<file path="src/design/jcs_pkg.sv">
package jcs_pkg;

  localparam int BUFFER_BYTES = 512;
  localparam int RESET_TICKS  = 5;
  localparam int BUF_AW       = (BUFFER_BYTES > 1) ? $clog2(BUFFER_BYTES) : 1;

  localparam int QDEPTH = 4;
  localparam int QAW    = $clog2(QDEPTH);
  localparam int QCW    = $clog2(QDEPTH + 1);

  localparam logic [1:0] OP_WRITE = 2'd0;
  localparam logic [1:0] OP_START = 2'd1;
  localparam logic [1:0] OP_TICK  = 2'd2;
  localparam logic [1:0] OP_READ  = 2'd3;

  localparam logic [2:0] CMD_TAP_RESET = 3'd0;
  localparam logic [2:0] CMD_TMS       = 3'd1;
  localparam logic [2:0] CMD_SCAN      = 3'd2;
  localparam logic [2:0] CMD_SCAN_EXIT = 3'd3;
  localparam logic [2:0] CMD_STOP      = 3'd4;

  typedef struct packed {
    logic [1:0]  opcode;
    logic [8:0]  byte_index;
    logic [7:0]  byte_value;
    logic [2:0]  command;
    logic [12:0] bit_count;
    logic        tdo_sample;
  } jcs_in_t;

  typedef struct packed {
    logic       tck_pulse;
    logic       tms_level;
    logic       tdi_level;
    logic       busy_res;
    logic       done_res;
    logic       close_link;
    logic       bad_command;
    logic [7:0] read_value;
  } jcs_out_t;

  // request classified by the front, waiting on buffer read data
  typedef struct packed {
    logic       tck;
    logic       tms_we;
    logic       tms_from_tdi;
    logic       tms_v;
    logic       tdi_we;
    logic       bit_ok;
    logic [2:0] bit_sel;
    logic       busy;
    logic       done;
    logic       closing;
    logic       bad;
    logic       rd_ok;
  } jcs_desc_t;

  // fully resolved request handed to the back end
  typedef struct packed {
    logic       tck;
    logic       tms_we;
    logic       tms_v;
    logic       tdi_we;
    logic       tdi_v;
    logic       busy;
    logic       done;
    logic       closing;
    logic       bad;
    logic [7:0] rd;
  } jcs_entry_t;

endpackage

</file>
<file path="src/design/jcs_back.sv">
module jcs_back import jcs_pkg::*; (
  input  logic        clk,
  input  logic        rst_n,
  input  jcs_entry_t  head,
  input  logic        empty,
  output logic        pop,
  output logic        out_valid,
  input  logic        out_ready,
  output jcs_out_t    out_data
);

  logic     held_tms_r, held_tms_nxt;
  logic     held_tdi_r, held_tdi_nxt;
  logic     out_valid_r;
  jcs_out_t out_r, out_nxt;

  assign pop = !empty && (!out_valid_r || out_ready);

  always_comb begin
    held_tms_nxt = head.tms_we ? head.tms_v : held_tms_r;
    held_tdi_nxt = head.tdi_we ? head.tdi_v : held_tdi_r;
    out_nxt.tck_pulse   = head.tck;
    out_nxt.tms_level   = held_tms_nxt;
    out_nxt.tdi_level   = held_tdi_nxt;
    out_nxt.busy_res    = head.busy;
    out_nxt.done_res    = head.done;
    out_nxt.close_link  = head.closing;
    out_nxt.bad_command = head.bad;
    out_nxt.read_value  = head.rd;
  end

  always_ff @(posedge clk) begin
    if (!rst_n) begin
      held_tms_r  <= 1'b0;
      held_tdi_r  <= 1'b0;
      out_valid_r <= 1'b0;
    end else begin
      if (pop) begin
        held_tms_r  <= held_tms_nxt;
        held_tdi_r  <= held_tdi_nxt;
        out_valid_r <= 1'b1;
      end else if (out_ready) begin
        out_valid_r <= 1'b0;
      end
    end
  end

  always_ff @(posedge clk) begin
    if (pop) out_r <= out_nxt;
  end

  assign out_valid = out_valid_r;
  assign out_data  = out_r;

endmodule

</file>
<file path="config.mk">
export PLATFORM = sky130hd
export DESIGN_NAME = jcs_back
export DESIGN_NICKNAME = d
export VERILOG_FILES = /design/src/design/jcs_pkg.sv /design/src/design/jcs_back.sv
export SDC_FILE = /design/constraint.sdc
export NUM_CORES = 1
export LEC_CHECK = 0
export ABC_AREA = 0
export BUFFER_PORTS_ARGS = -buffer_cell sky130_fd_sc_hd__buf_2
export CAP_MARGIN = 10
export CORE_UTILIZATION = 30
export CTS_CLUSTER_SIZE = 14
export DETAILED_ROUTE_END_ITERATION = 12
export HOLD_SLACK_MARGIN = 0.08
export PLACE_DENSITY = 0.61
export SETUP_SLACK_MARGIN = 0.15
export SLEW_MARGIN = 20
export SYNTH_ARGS = -nofsm -noshare
export SYNTH_HDL_FRONTEND = slang
export SYNTH_SLANG_ARGS = --single-unit
</file>
<file path="constraint.sdc">
create_clock -name clk -period 2 [get_ports clk]
set_clock_uncertainty 0.1 [all_clocks]
set_input_delay 0.1 -clock clk [delete_from_list [all_inputs] [get_ports clk]]
set_output_delay 0.1 -clock clk [all_outputs]
set_load 0.05 [all_outputs]
</file>
; Yosys cells after proc, flatten, opt, wreduce, memory -nomap -nowiden
; Index checks and enable logic that the tools add are counted.
[totals]
regBits = 18
latchBits = 0
ramBits = 0
rom_bits = 0
inputBits = 21
output_inout_bits = 17
wordCells = 20
mem_count = 0
[op_classes]
add_sub_neg = 0
mul = 0
n_div = 0
magnitude_cmp = 0
eq_ne = 0
shifts = 0
muxes = 4
n_bitwise = 0
n_reduce_logical = 5
[ops]
columns = op, count
row1 = 2-to-1 mux 1 bit, 4
row2 = zero test 1 bit, 2
row3 = nonzero test 2 bit, 1
row4 = logical AND 1 bit, 1
row5 = logical OR 1 bit, 1

; Logic depth before layout (Yosys ltp)
[logic_depth]
depth_word = 4
depth_mapped = 3
ltp_nobuf = 3

; Worst setup path after synthesis
; No wires, ideal clock.
[synth_path]
path_type = register to register
start = register out_valid_r (netlist: out_valid)
end = register out_r (netlist bit out_data[0]), enable pin
setup_time_ns = 0.420
arrival_time_ns = 2.045
t_required_ns = 1.480
setup_slack_ns = -0.564
stages_incl_launch_ff = 3
n_path_buf = 0
synth_period_minus_slack_ns = 2.564
cell_sequence = dfxtp_1 and2b_4 nor2_1
[synth_between]
elab_chain_len = 3
[synth_lines]
columns = element, line
row1 = start: declaration, jcs_back.sv:14  ; logic out_valid_r;
row2 = start signal: assignment, jcs_back.sv:36  ; out_valid_r <= 1'b0;
row3 = start signal: assignment, jcs_back.sv:41  ; out_valid_r <= 1'b1;
row4 = start signal: assignment, jcs_back.sv:43  ; out_valid_r <= 1'b0;
row5 = zero test 1 bit, jcs_back.sv:17  ; assign pop = !empty && (!out_valid_r || out_ready);
row6 = logical OR 1 bit, jcs_back.sv:17
row7 = logical AND 1 bit, jcs_back.sv:17
row8 = named net pop, jcs_back.sv:6  ; output logic pop,
row9 = end signal: assignment, jcs_back.sv:49  ; if (pop) out_r <= out_nxt;
row10 = end: declaration, jcs_back.sv:15  ; jcs_out_t out_r, out_nxt;
; The timed path passes the listed nets, and every way through them passes these cells.
; A chain may end at the register's enable or synchronous reset.

; Worst setup path in the final report
[layout_path]
start = register out_valid_r (netlist: out_valid)
end = output pop
[layout_between]
elab_chain_len = 3
[layout_lines]
columns = element, line
row1 = zero test 1 bit, jcs_back.sv:17
row2 = logical OR 1 bit, jcs_back.sv:17
row3 = logical AND 1 bit, jcs_back.sv:17
row4 = end: declaration, jcs_back.sv:6
; Every way passes these cells.

==> metrics.cfg <==
[clock_tree]
cts_root_buf=clkbuf_4
cts_sinks=18
ctsResizeCount=0
clk_pin_slew_worst_paths_ps=90
tritoncts=done
htree_levels=1
cts_made_buffers=3
worst_skew_pair.late_latency_ps=280
clock_path_buffers=2

[logic_synthesis]
syn-cell-area_um2=598
synth.largest_area_cell=edfxtp_1
ys_warn_count=0
syn_nets=49
synth_fa_ha_area_share_pct=0
synth_xor_area_share_pct=0
synth_top_area_share_pct=75.3
synth_top_family_by_area=multiplexers
synth_mux_area_share_pct=5.02
yosys.area_share.simple_pct=4.39
netlist_top_cells_area=edfxtp_1 75%, dfxtp_1 10%, mux2_4 5.0%
synth_seq_cells=18
syn_area_per_cell_um2=21.4
synth_compound_area_share_pct=4.60
ys_types=9
synthCells=28
seq_area_frac_synth_pct=85.4

[critical_path]
slowest_delay_ps=370
crit_path_top_delay_cell=nor2_4
worstPathRequired_ps=1800
critical_path.top_delay_family=simple AND/OR/NAND/NOR gates
worstRegToRegCells=2
critical_path_buf_inv_count=1
path_max_fanout=18
ff2ff_setup_slack_ps=520
cp-start-kind=flip-flop
r2r-start=held_tms_r$_SDFFE_PN0P_
arrival_ps=1510
crit_path_end_kind=output port
cp_cell_sequence=and2b_4, nor2_4, buf_2
timing.rr.end=out_data[13]$_DFFE_PP_
critPathKind=reg -> out

[timing]
timing.final.hold_violations=0
finalSetupViolCount=0
max_slew.worst_pin.slew_ps=468
fmax_mhz=586
slew_headroom_pct=68.7
fin_crit_sh_pct=85.3
rsz0062_at_grt=no
finalMaxSlewViolations=0
hold_ws_ps=119
min_period_ps=1710
finalSetupTns_ps=0

[floorplanning]
start_util_pct=33.2
rows=15
die_y_um=46.7
io_pins=38
die_area_mm2=0.00218
core_mm2=0.00180
die_width_um=46.7

[global_route]
grt_max_degree=19
grt_usage_pct=11.8
grt-ovfl-total=0
antenna_found_initial=0
grt_pass1_vias=446
grt_pass1_wl_um=1690

[power]
powerDensity_mw_per_mm2=784
leakagePower_nw=0.480
vdd_drop_max_mv=0.432

[run]
drv_cap=0

[worst_hold_path]
hold_depth=3
hp-class=in -> reg
holdPathEnd=held_tdi_r$_SDFFE_PN0P_
hold_start=empty

[cells_and_area]
final_area_mm2=0.00105
synthToLayoutAreaGrowth_pct=75.3
drive_above_1_share_pct=51.1
fin_nets=110
final_core_utilization_pct=58.2
finalNonFillerCells=113
diodes=0

[drt]
vias_per_cell=4.08
first_pass_iters=3
antenna_left=0
drc=0
num_vias=461
drt_wl_total_um=1140
drtIter0Drc=3
wire_per_inst_um=10.1

[place]
dpl.hpwl_um=688
dpl.cell_count=90
numPortBuffers=37
gp_congestion=0.595
dpl_cell_area_um2=822

[status]
status=complete, no violations

==> Yosys cell counts <==
library cell,number
and2b_4,1
o21a_1,1
o211a_1,2
mux2_4,2
or3_1,2
dfxtp_1,3
nor2_1,1
edfxtp_1,15
inv_1,1
==> metrics by stage <==
stage | power [W] | setup WS, ps
after global routing | 0.000862 | 197
after CTS | 0.000831 | 272
after floorplan | 0.000547 | 308
after detailed placement | 0.000589 | 601
after global placement | 0.000588 | 622
final | 0.000822 | 294
==> tightest hold or removal path: cells and delay by family <==
kind | cells | cell delay, ps
AOI/OAI and AO/OA | 1 | 130
and+or+nand+nor | 1 | 110
buffers and inverters | 1 | 130
==> cell type report <==
cell class / count / area (um^2)
clock buffers: 4 / 36.3
fillers: 157 / 753
well taps: 25 / 31.3
inverters: 1 / 3.75
repair buffers: 56 / 375
flip-flops and latches: 18 / 510
multi-input cells: 9 / 91.3
==> how the worst max path moves through the flow <==
stage / start / cells after the start / endpoint / slack, ps
finish: out_valid$_SDFFE_PN0P_ / 3 / pop / 290
global route: out_valid$_SDFFE_PN0P_ / 3 / pop / 200
CTS: out_valid$_SDFFE_PN0P_ / 3 / pop / 270
detailed placement: out_valid$_SDFFE_PN0P_ / 3 / pop / 600
global placement: out_valid$_SDFFE_PN0P_ / 3 / pop / 620
floorplan: out_valid$_SDFFE_PN0P_ / 2 / out_data[0]$_DFFE_PP_ / 310
==> state kept, by name (all words and copies together), names as in the netlist <==
signal,cells
out_valid,1
out_data,15
held_tms_r,1
held_tdi_r,1
==> layer usage <==
metal  track usage [%]  vias up  routed length [um]
met5                 0        -                   0
met4              6.86        0                   0
li1                  -      227                   -
met3              3.53        0                  70
met2              21.4       22                 606
met1              11.8      212                 465
==> logic make-up after synthesis <==
kind of cell           after synthesis
AOI/OAI and AO/OA                    3
muxes                                2
and+or+nand+nor                      4
buffers and inverters                1
DFF                                 18
==> cell usage in the layout, fill, tap and decap left out <==
| master | instances |
|---|---|
| and2b_4 | 1 |
| buf_2 | 37 |
| clkbuf_4 | 3 |
| clkbuf_8 | 1 |
| dfxtp_1 | 3 |
| dlygate4sd3_1 | 19 |
| edfxtp_1 | 15 |
| inv_1 | 1 |
| mux2_4 | 2 |
| nor2_4 | 1 |
| o211a_1 | 2 |
| o21a_1 | 1 |
| or3_1 | 2 |
==> where the power goes <==
part | total, W | internal, W | switching, W
clock | 0.000212 | 0.000111 | 0.000101
sequential | 0.000439 | 0.000433 | 0.00000603
combinational | 0.000172 | 0.0000661 | 0.000106
==> what timing repair did <==
item	in CTS	in global routing
buffers inserted	0	0
hold buffers	19	0
endpoints found under the hold margin	18	0
No activity file was read; power rests on OpenSTA's default activity.
