$ cat src/design/jcs_pkg.sv
package jcs_pkg;

  localparam int BUFFER_BYTES = 512;
  localparam int RESET_TICKS  = 5;
  localparam int BUF_AW       = (BUFFER_BYTES > 1) ? $clog2(BUFFER_BYTES) : 1;

  localparam int QDEPTH = 4;
  localparam int QAW    = $clog2(QDEPTH);
  localparam int QCW    = $clog2(QDEPTH + 1);

  localparam logic [1:0] OP_WRITE = 2'd0;
  localparam logic [1:0] OP_START = 2'd1;
  localparam logic [1:0] OP_TICK  = 2'd2;
  localparam logic [1:0] OP_READ  = 2'd3;

  localparam logic [2:0] CMD_TAP_RESET = 3'd0;
  localparam logic [2:0] CMD_TMS       = 3'd1;
  localparam logic [2:0] CMD_SCAN      = 3'd2;
  localparam logic [2:0] CMD_SCAN_EXIT = 3'd3;
  localparam logic [2:0] CMD_STOP      = 3'd4;

  typedef struct packed {
    logic [1:0]  opcode;
    logic [8:0]  byte_index;
    logic [7:0]  byte_value;
    logic [2:0]  command;
    logic [12:0] bit_count;
    logic        tdo_sample;
  } jcs_in_t;

  typedef struct packed {
    logic       tck_pulse;
    logic       tms_level;
    logic       tdi_level;
    logic       busy_res;
    logic       done_res;
    logic       close_link;
    logic       bad_command;
    logic [7:0] read_value;
  } jcs_out_t;

  // request classified by the front, waiting on buffer read data
  typedef struct packed {
    logic       tck;
    logic       tms_we;
    logic       tms_from_tdi;
    logic       tms_v;
    logic       tdi_we;
    logic       bit_ok;
    logic [2:0] bit_sel;
    logic       busy;
    logic       done;
    logic       closing;
    logic       bad;
    logic       rd_ok;
  } jcs_desc_t;

  // fully resolved request handed to the back end
  typedef struct packed {
    logic       tck;
    logic       tms_we;
    logic       tms_v;
    logic       tdi_we;
    logic       tdi_v;
    logic       busy;
    logic       done;
    logic       closing;
    logic       bad;
    logic [7:0] rd;
  } jcs_entry_t;

endpackage

$ cat src/design/jcs_queue.sv
module jcs_queue import jcs_pkg::*; (
  input  logic            clk,
  input  logic            rst_n,
  input  logic            push,
  input  jcs_entry_t      push_data,
  input  logic            pop,
  output jcs_entry_t      head,
  output logic            empty,
  output logic [QCW-1:0]  count
);

  jcs_entry_t     slots [QDEPTH];
  logic [QAW-1:0] wr_ptr_r, wr_ptr_nxt;
  logic [QAW-1:0] rd_ptr_r, rd_ptr_nxt;
  logic [QCW-1:0] count_r, count_nxt;

  assign head  = slots[rd_ptr_r];
  assign empty = (count_r == '0);
  assign count = count_r;

  always_comb begin
    wr_ptr_nxt = push ? QAW'(32'(wr_ptr_r) + 1 == QDEPTH ? 0 : 32'(wr_ptr_r) + 1) : wr_ptr_r;
    rd_ptr_nxt = pop ? QAW'(32'(rd_ptr_r) + 1 == QDEPTH ? 0 : 32'(rd_ptr_r) + 1) : rd_ptr_r;
    count_nxt  = QCW'(32'(count_r) + 32'(push) - 32'(pop));
  end

  always_ff @(posedge clk) begin
    if (!rst_n) begin
      wr_ptr_r <= '0;
      rd_ptr_r <= '0;
      count_r  <= '0;
    end else begin
      wr_ptr_r <= wr_ptr_nxt;
      rd_ptr_r <= rd_ptr_nxt;
      count_r  <= count_nxt;
    end
  end

  always_ff @(posedge clk) begin
    if (push) slots[wr_ptr_r] <= push_data;
  end

endmodule

$ cat config.mk
export PLATFORM = sky130hd
export DESIGN_NAME = jcs_queue
export DESIGN_NICKNAME = d
export VERILOG_FILES = /design/src/design/jcs_pkg.sv /design/src/design/jcs_queue.sv
export SDC_FILE = /design/constraint.sdc
export NUM_CORES = 1
export LEC_CHECK = 0
export BUFFER_PORTS_ARGS = -buffer_cell sky130_fd_sc_hd__buf_2
export CAP_MARGIN = 20
export CORE_MARGIN = 3
export CORE_UTILIZATION = 40
export CTS_CLUSTER_DIAMETER = 100
export DETAILED_ROUTE_END_ITERATION = 6
export GPL_TIMING_DRIVEN = 0
export MAX_ROUTING_LAYER = met4
export PLACE_DENSITY = 0.68
export SYNTH_ARGS = -nofsm -noshare
export SYNTH_HDL_FRONTEND = slang
export SYNTH_SLANG_ARGS = --single-unit
$ cat constraint.sdc
create_clock -name clk -period 1.4 [get_ports clk]
set_input_delay 0.14 -clock clk [delete_from_list [all_inputs] [get_ports clk]]
set_output_delay 0.14 -clock clk [all_outputs]
set_load 0.05 [all_outputs]
* After elaboration in Yosys (flattened, before gate mapping) *
Memories as Yosys holds them, arrays and structs flattened. A register that Yosys moved wholly into a read port is not among the register bits.
Index checks and enable logic that the tools add are counted.

storage, ports and cells
  latch bits = 0
  memory bits (writable) = 68
  register bits = 7
  logic and storage cells = 17
  output and inout bits = 21
  memory bits (read-only) = 0
  memories kept = 1
  input bits = 21

memories
  memory  depth  width  rd ports  clocked after memory_dff  write ports  RTL line         source
  slots   4      17     1         1                         1            jcs_queue.sv:12  jcs_entry_t slots [QDEPTH];

cells by class
  mux-type cells = 6
  shift operators = 0
  bitwise operators = 0
  magnitude comparators = 0
  equality and inequality tests = 2
  divide/modulo/power cells = 0
  add/sub/neg operators = 4
  multiply operators = 0
  reductions and logical operators = 1

operators with widths
  cell                                                            count
  2-bit 2-to-1 mux                                                4
  2-bit by 1-bit adder with 3-bit output (second input constant)  2
  3-bit equality test (second input constant)                     2
  3-bit by 1-bit adder with 3-bit output                          1
  3-bit zero test                                                 1
  3-bit by 1-bit subtractor with 3-bit output                     1
  1-bit 2-to-1 mux                                                2

* Logic depth before layout (Yosys ltp) *
  depth after elaboration = 5
  depth in mapped cells = 8
  mapped depth without buffers = 8

* Worst setup path before layout *
Ideal clock, no wire load.

  path kind = register -> register
  start = reg count_r[0] (netlist: count[0])
  end = reg count_r[2] (netlist: count[2])
  library setup time = 0.117 ns
  data required time = 1.283 ns
  cell stages (with the launch flop) = 9
  clock period less this slack = 1.897 ns
  arrival = 1.779 ns
  path slack = -0.497 ns
  buffers on the path = 0
  cell sequence = dfxtp_1 -> inv_1 -> ha_1 -> inv_1 -> ha_1 -> inv_1 -> fa_1 -> xnor3_1 -> nor2_1

on the way
  cells in the longest elaborated chain, start to end = 2

ends and longest elaborated chain
  item                                         RTL line         source
  from (decl)                                  jcs_queue.sv:15  logic [QCW-1:0] count_r, count_nxt;
  from (signal assigned)                       jcs_queue.sv:35  count_r <= count_nxt;
  3-bit by 1-bit adder with 3-bit output       jcs_queue.sv:24  count_nxt = QCW'(32'(count_r) + 32'(push) - 32'(pop));
  3-bit by 1-bit subtractor with 3-bit output  jcs_queue.sv:24

No other way between the ends.
A chain may end at the register's enable or synchronous reset.

==> results_dict.tcl <==
set metrics [dict create \
    cp-end-kind "output pin" \
    worstPathMaxFanout 4 \
    syn_inst 131 \
    synth-main-ff-cell "edfxtp_1" \
    relSlewSlack_pct 81.0 \
    clkTransAtPathRegs_ps 70 \
    antenna_cells 0 \
    power_density_mw_per_mm2 1470 \
    cp.arrival_ps 1620 \
    drt_iter0_drc 42 \
    slowest_delay_ps 520 \
    fp.dieH_um 91.7 \
    finalCritPeriodShare_pct 126 \
    async_flop_share_pct 0 \
    cp.buffers_inverters 3 \
    ant_nets 0 \
    reg2reg_from "count[0]$_SDFF_PN0_" \
    hold_viol 0 \
    nets 222 \
    syn_nets 160 \
    holdCritPathClass "in -> reg" \
    cellLeakagePower_nw 1.33 \
    hold_ws_ps 17.7 \
    synth.most_common_cell "edfxtp_1" \
    clock_sinks 77 \
    crit_top_cell "buf_6" \
    syn_area_per_cell_um2 22.4 \
    rsz0062_at_grt "yes" \
    worstSetupEndpoint "head[1]" \
    syn-cell-area_mm2 0.00294 \
    violations "setup timing" \
    crit_type "reg -> out" \
    fin_area_mm2 0.00372 \
    final_max_slew_viol_count 0 \
    root_buffer "clkbuf_8" \
    cpLargestDelayFamily "multiplexers" \
    ys_seq_elements 77 \
    drive_gt1_share_pct 47.5 \
    min-delay-start "push_data[6]" \
    fin_ws_ps -359 \
    grt_usage_pct 13.4 \
    ir_drop_uv 944 \
    io_pins 42 \
    nFillCells 535 \
    worst_pin_slew_ps 285 \
    finalPower_mw 5.49 \
    drt-vias-per-instance 4.85 \
    gr-total-overflow 0 \
    wl_um 5000 \
    synth_edf_count 68 \
    grt_pass1_vias 1518 \
    insertion_delay_ps 340 \
    fin_crit_ps 1760 \
    worstSetupStartpointType "register" \
    cp_num_cells 4 \
    core_area_mm2 0.00694 \
    num_rows 30 \
    r2r_end "count[1]$_SDFF_PN0_" \
    synth_area_leaders "edfxtp_1 (70%), mux4_2 (7.7%), mux4_1 (6.3%), dfxtp_1 (6.1%), ha_1 (3.0%)" \
    skew_ps 6.53 \
    synth_commonest_cells "edfxtp_1 (68), mux4_2 (10), dfxtp_1 (9), ha_1 (7), mux4_1 (7)" \
    post-route-util_pct 53.6 \
    cts_tree "done" \
    seq_area_frac_synth_pct 75.7 \
    cts_buffers 9 \
    port_buffers 41 \
    reg2reg_slack_ps -60 \
    die-area_mm2 0.00841 \
    clockBufferDepth 2 \
    crit_required_ps 1260 \
    worst-r2r-cell-count 7 \
    dp_slack_ps -316 \
    grt_max_degree 18 \
    synth_cell_type_count 18 \
    htree_levels 3 \
    synth_area_leader_cell "edfxtp_1" \
    fmax_mhz 568 \
    via_count 1426 \
    area_growth_pct 26.8 \
    setup_viol 19 \
    maxCapViolations 0 \
    placed_cell_area_mm2 0.00329 \
    wl_per_cell_um 17.0 \
    synth_top_area_share_pct 69.5 \
    antenna_found_initial 0 \
    path_cells "buf_6, buf_4, mux4_2, buf_6" \
    drt_pass1_iterations 4 \
    grt_first_pass_wirelength_um 8030 \
    status "finished, violations left" \
    start_util_pct 42.3 \
    gp_congestion 0.656 \
    drc 0 \
    ys_warn_count 0 \
    dieWidth_um 91.7 \
    dp_hpwl_um 3180 \
    slowest_stage "mux4_2" \
]
per-layer routing:
metal | up-vias | GRT usage (%) | wire length (um)
li1 | 651 | - | -
met1 | 739 | 15.1 | 1990
met2 | 32 | 22.6 | 2750
met3 | 4 | 3.20 | 198
met4 | 0 | 6.41 | 63
met5 | - | - | 0
how the worst min path moves through the flow:
stage                                        end  slack (ps)  depth (start not counted)
final                      slots[1][6]$_DFFE_PP_          20                          1
after global routing       slots[2][6]$_DFFE_PP_          10                          1
after detailed placement  slots[0][11]$_DFFE_PP_         360                          1
after global placement    slots[3][13]$_DFFE_PP_         350                          1
after floorplan            slots[0][0]$_DFFE_PP_         240                          0
after CTS                  slots[0][6]$_DFFE_PP_           1                          1
cells by family (layout without fill, tap and decap cells):
logic type	count (synthesis)	count (layout)	share of synthesized area, %
flops	77	77	75.7
simple gates	14	14	2.77
xor+xnor	1	1	0.767
mux	19	19	14.6
fa+ha+maj	8	8	3.66
buf+inv	10	77	2.17
compound gates	2	2	0.341
report_power, final:
part / switching [mW] / leakage [nW] / internal, mW
clock network: 0.743 / 0.105 / 0.986
registers: 0.0597 / 0.700 / 2.62
logic: 0.640 / 0.525 / 0.436
cell type report:
class	count	area, um2	area share (%)
repair buffers	51	433	11.6
inverters	6	25.0	0.672
multi-input cells	44	667	17.9
flip-flops and latches	77	2230	59.8
plain buffers	4	47.5	1.28
clock inverters	6	77.6	2.08
well taps	96	120	3.22
clock buffers	10	128	3.43
state kept, by name, indices dropped and copies added (netlist names), named ones only:
signal and cells:
slots 68, rd_ptr_r 2, wr_ptr_r 2, count 3
stage by stage:
stage                     setup TNS (ps)  instances
after floorplan                     -339        131
after global placement            -16020        268
after detailed placement          -21970        268
after CTS                          -6500        294
after global routing               -7100        294
final                              -5950        294
worst register-to-register path: stages (launching register included):
cell and delay [ps]:
dfxtp_4 350, inv_2 40, ha_4 210, inv_4 50
ha_4 110, inv_2 30, fa_2 510, nor2_1 40
cells in the final DEF (no fill, tap or decap):
cell type and count:
edfxtp_1 68, buf_2 25, buf_6 18, mux4_2 17
clkbuf_8 9, dfxtp_1 7, dlygate4sd3_1 6, ha_1 5
and2_4 4, nor2_1 4, inv_1 3, inv_2 2
or3b_2 2, nand2b_1 2, a21oi_1 2, mux2i_1 2
ha_4 2, clkinv_1 2, clkinv_2 2, bufinv_16 2
buf_8 2, buf_4 2, buf_12 1, inv_4 1
nor3_2 1, and2_1 1, xnor3_1 1, fa_2 1
dfxtp_2 1, clkbuf_1 1, buf_16 1, dfxtp_4 1
repair_timing:
action	in CTS	in global routing
endpoints found under the setup margin	87	19
hold buffers	6	0
setup buffers	3	0
resized for setup	58	2
endpoints found under the hold margin	21	0
cloned	1	0
pin swaps	2	1
No activity file was read; power rests on OpenSTA's default activity.
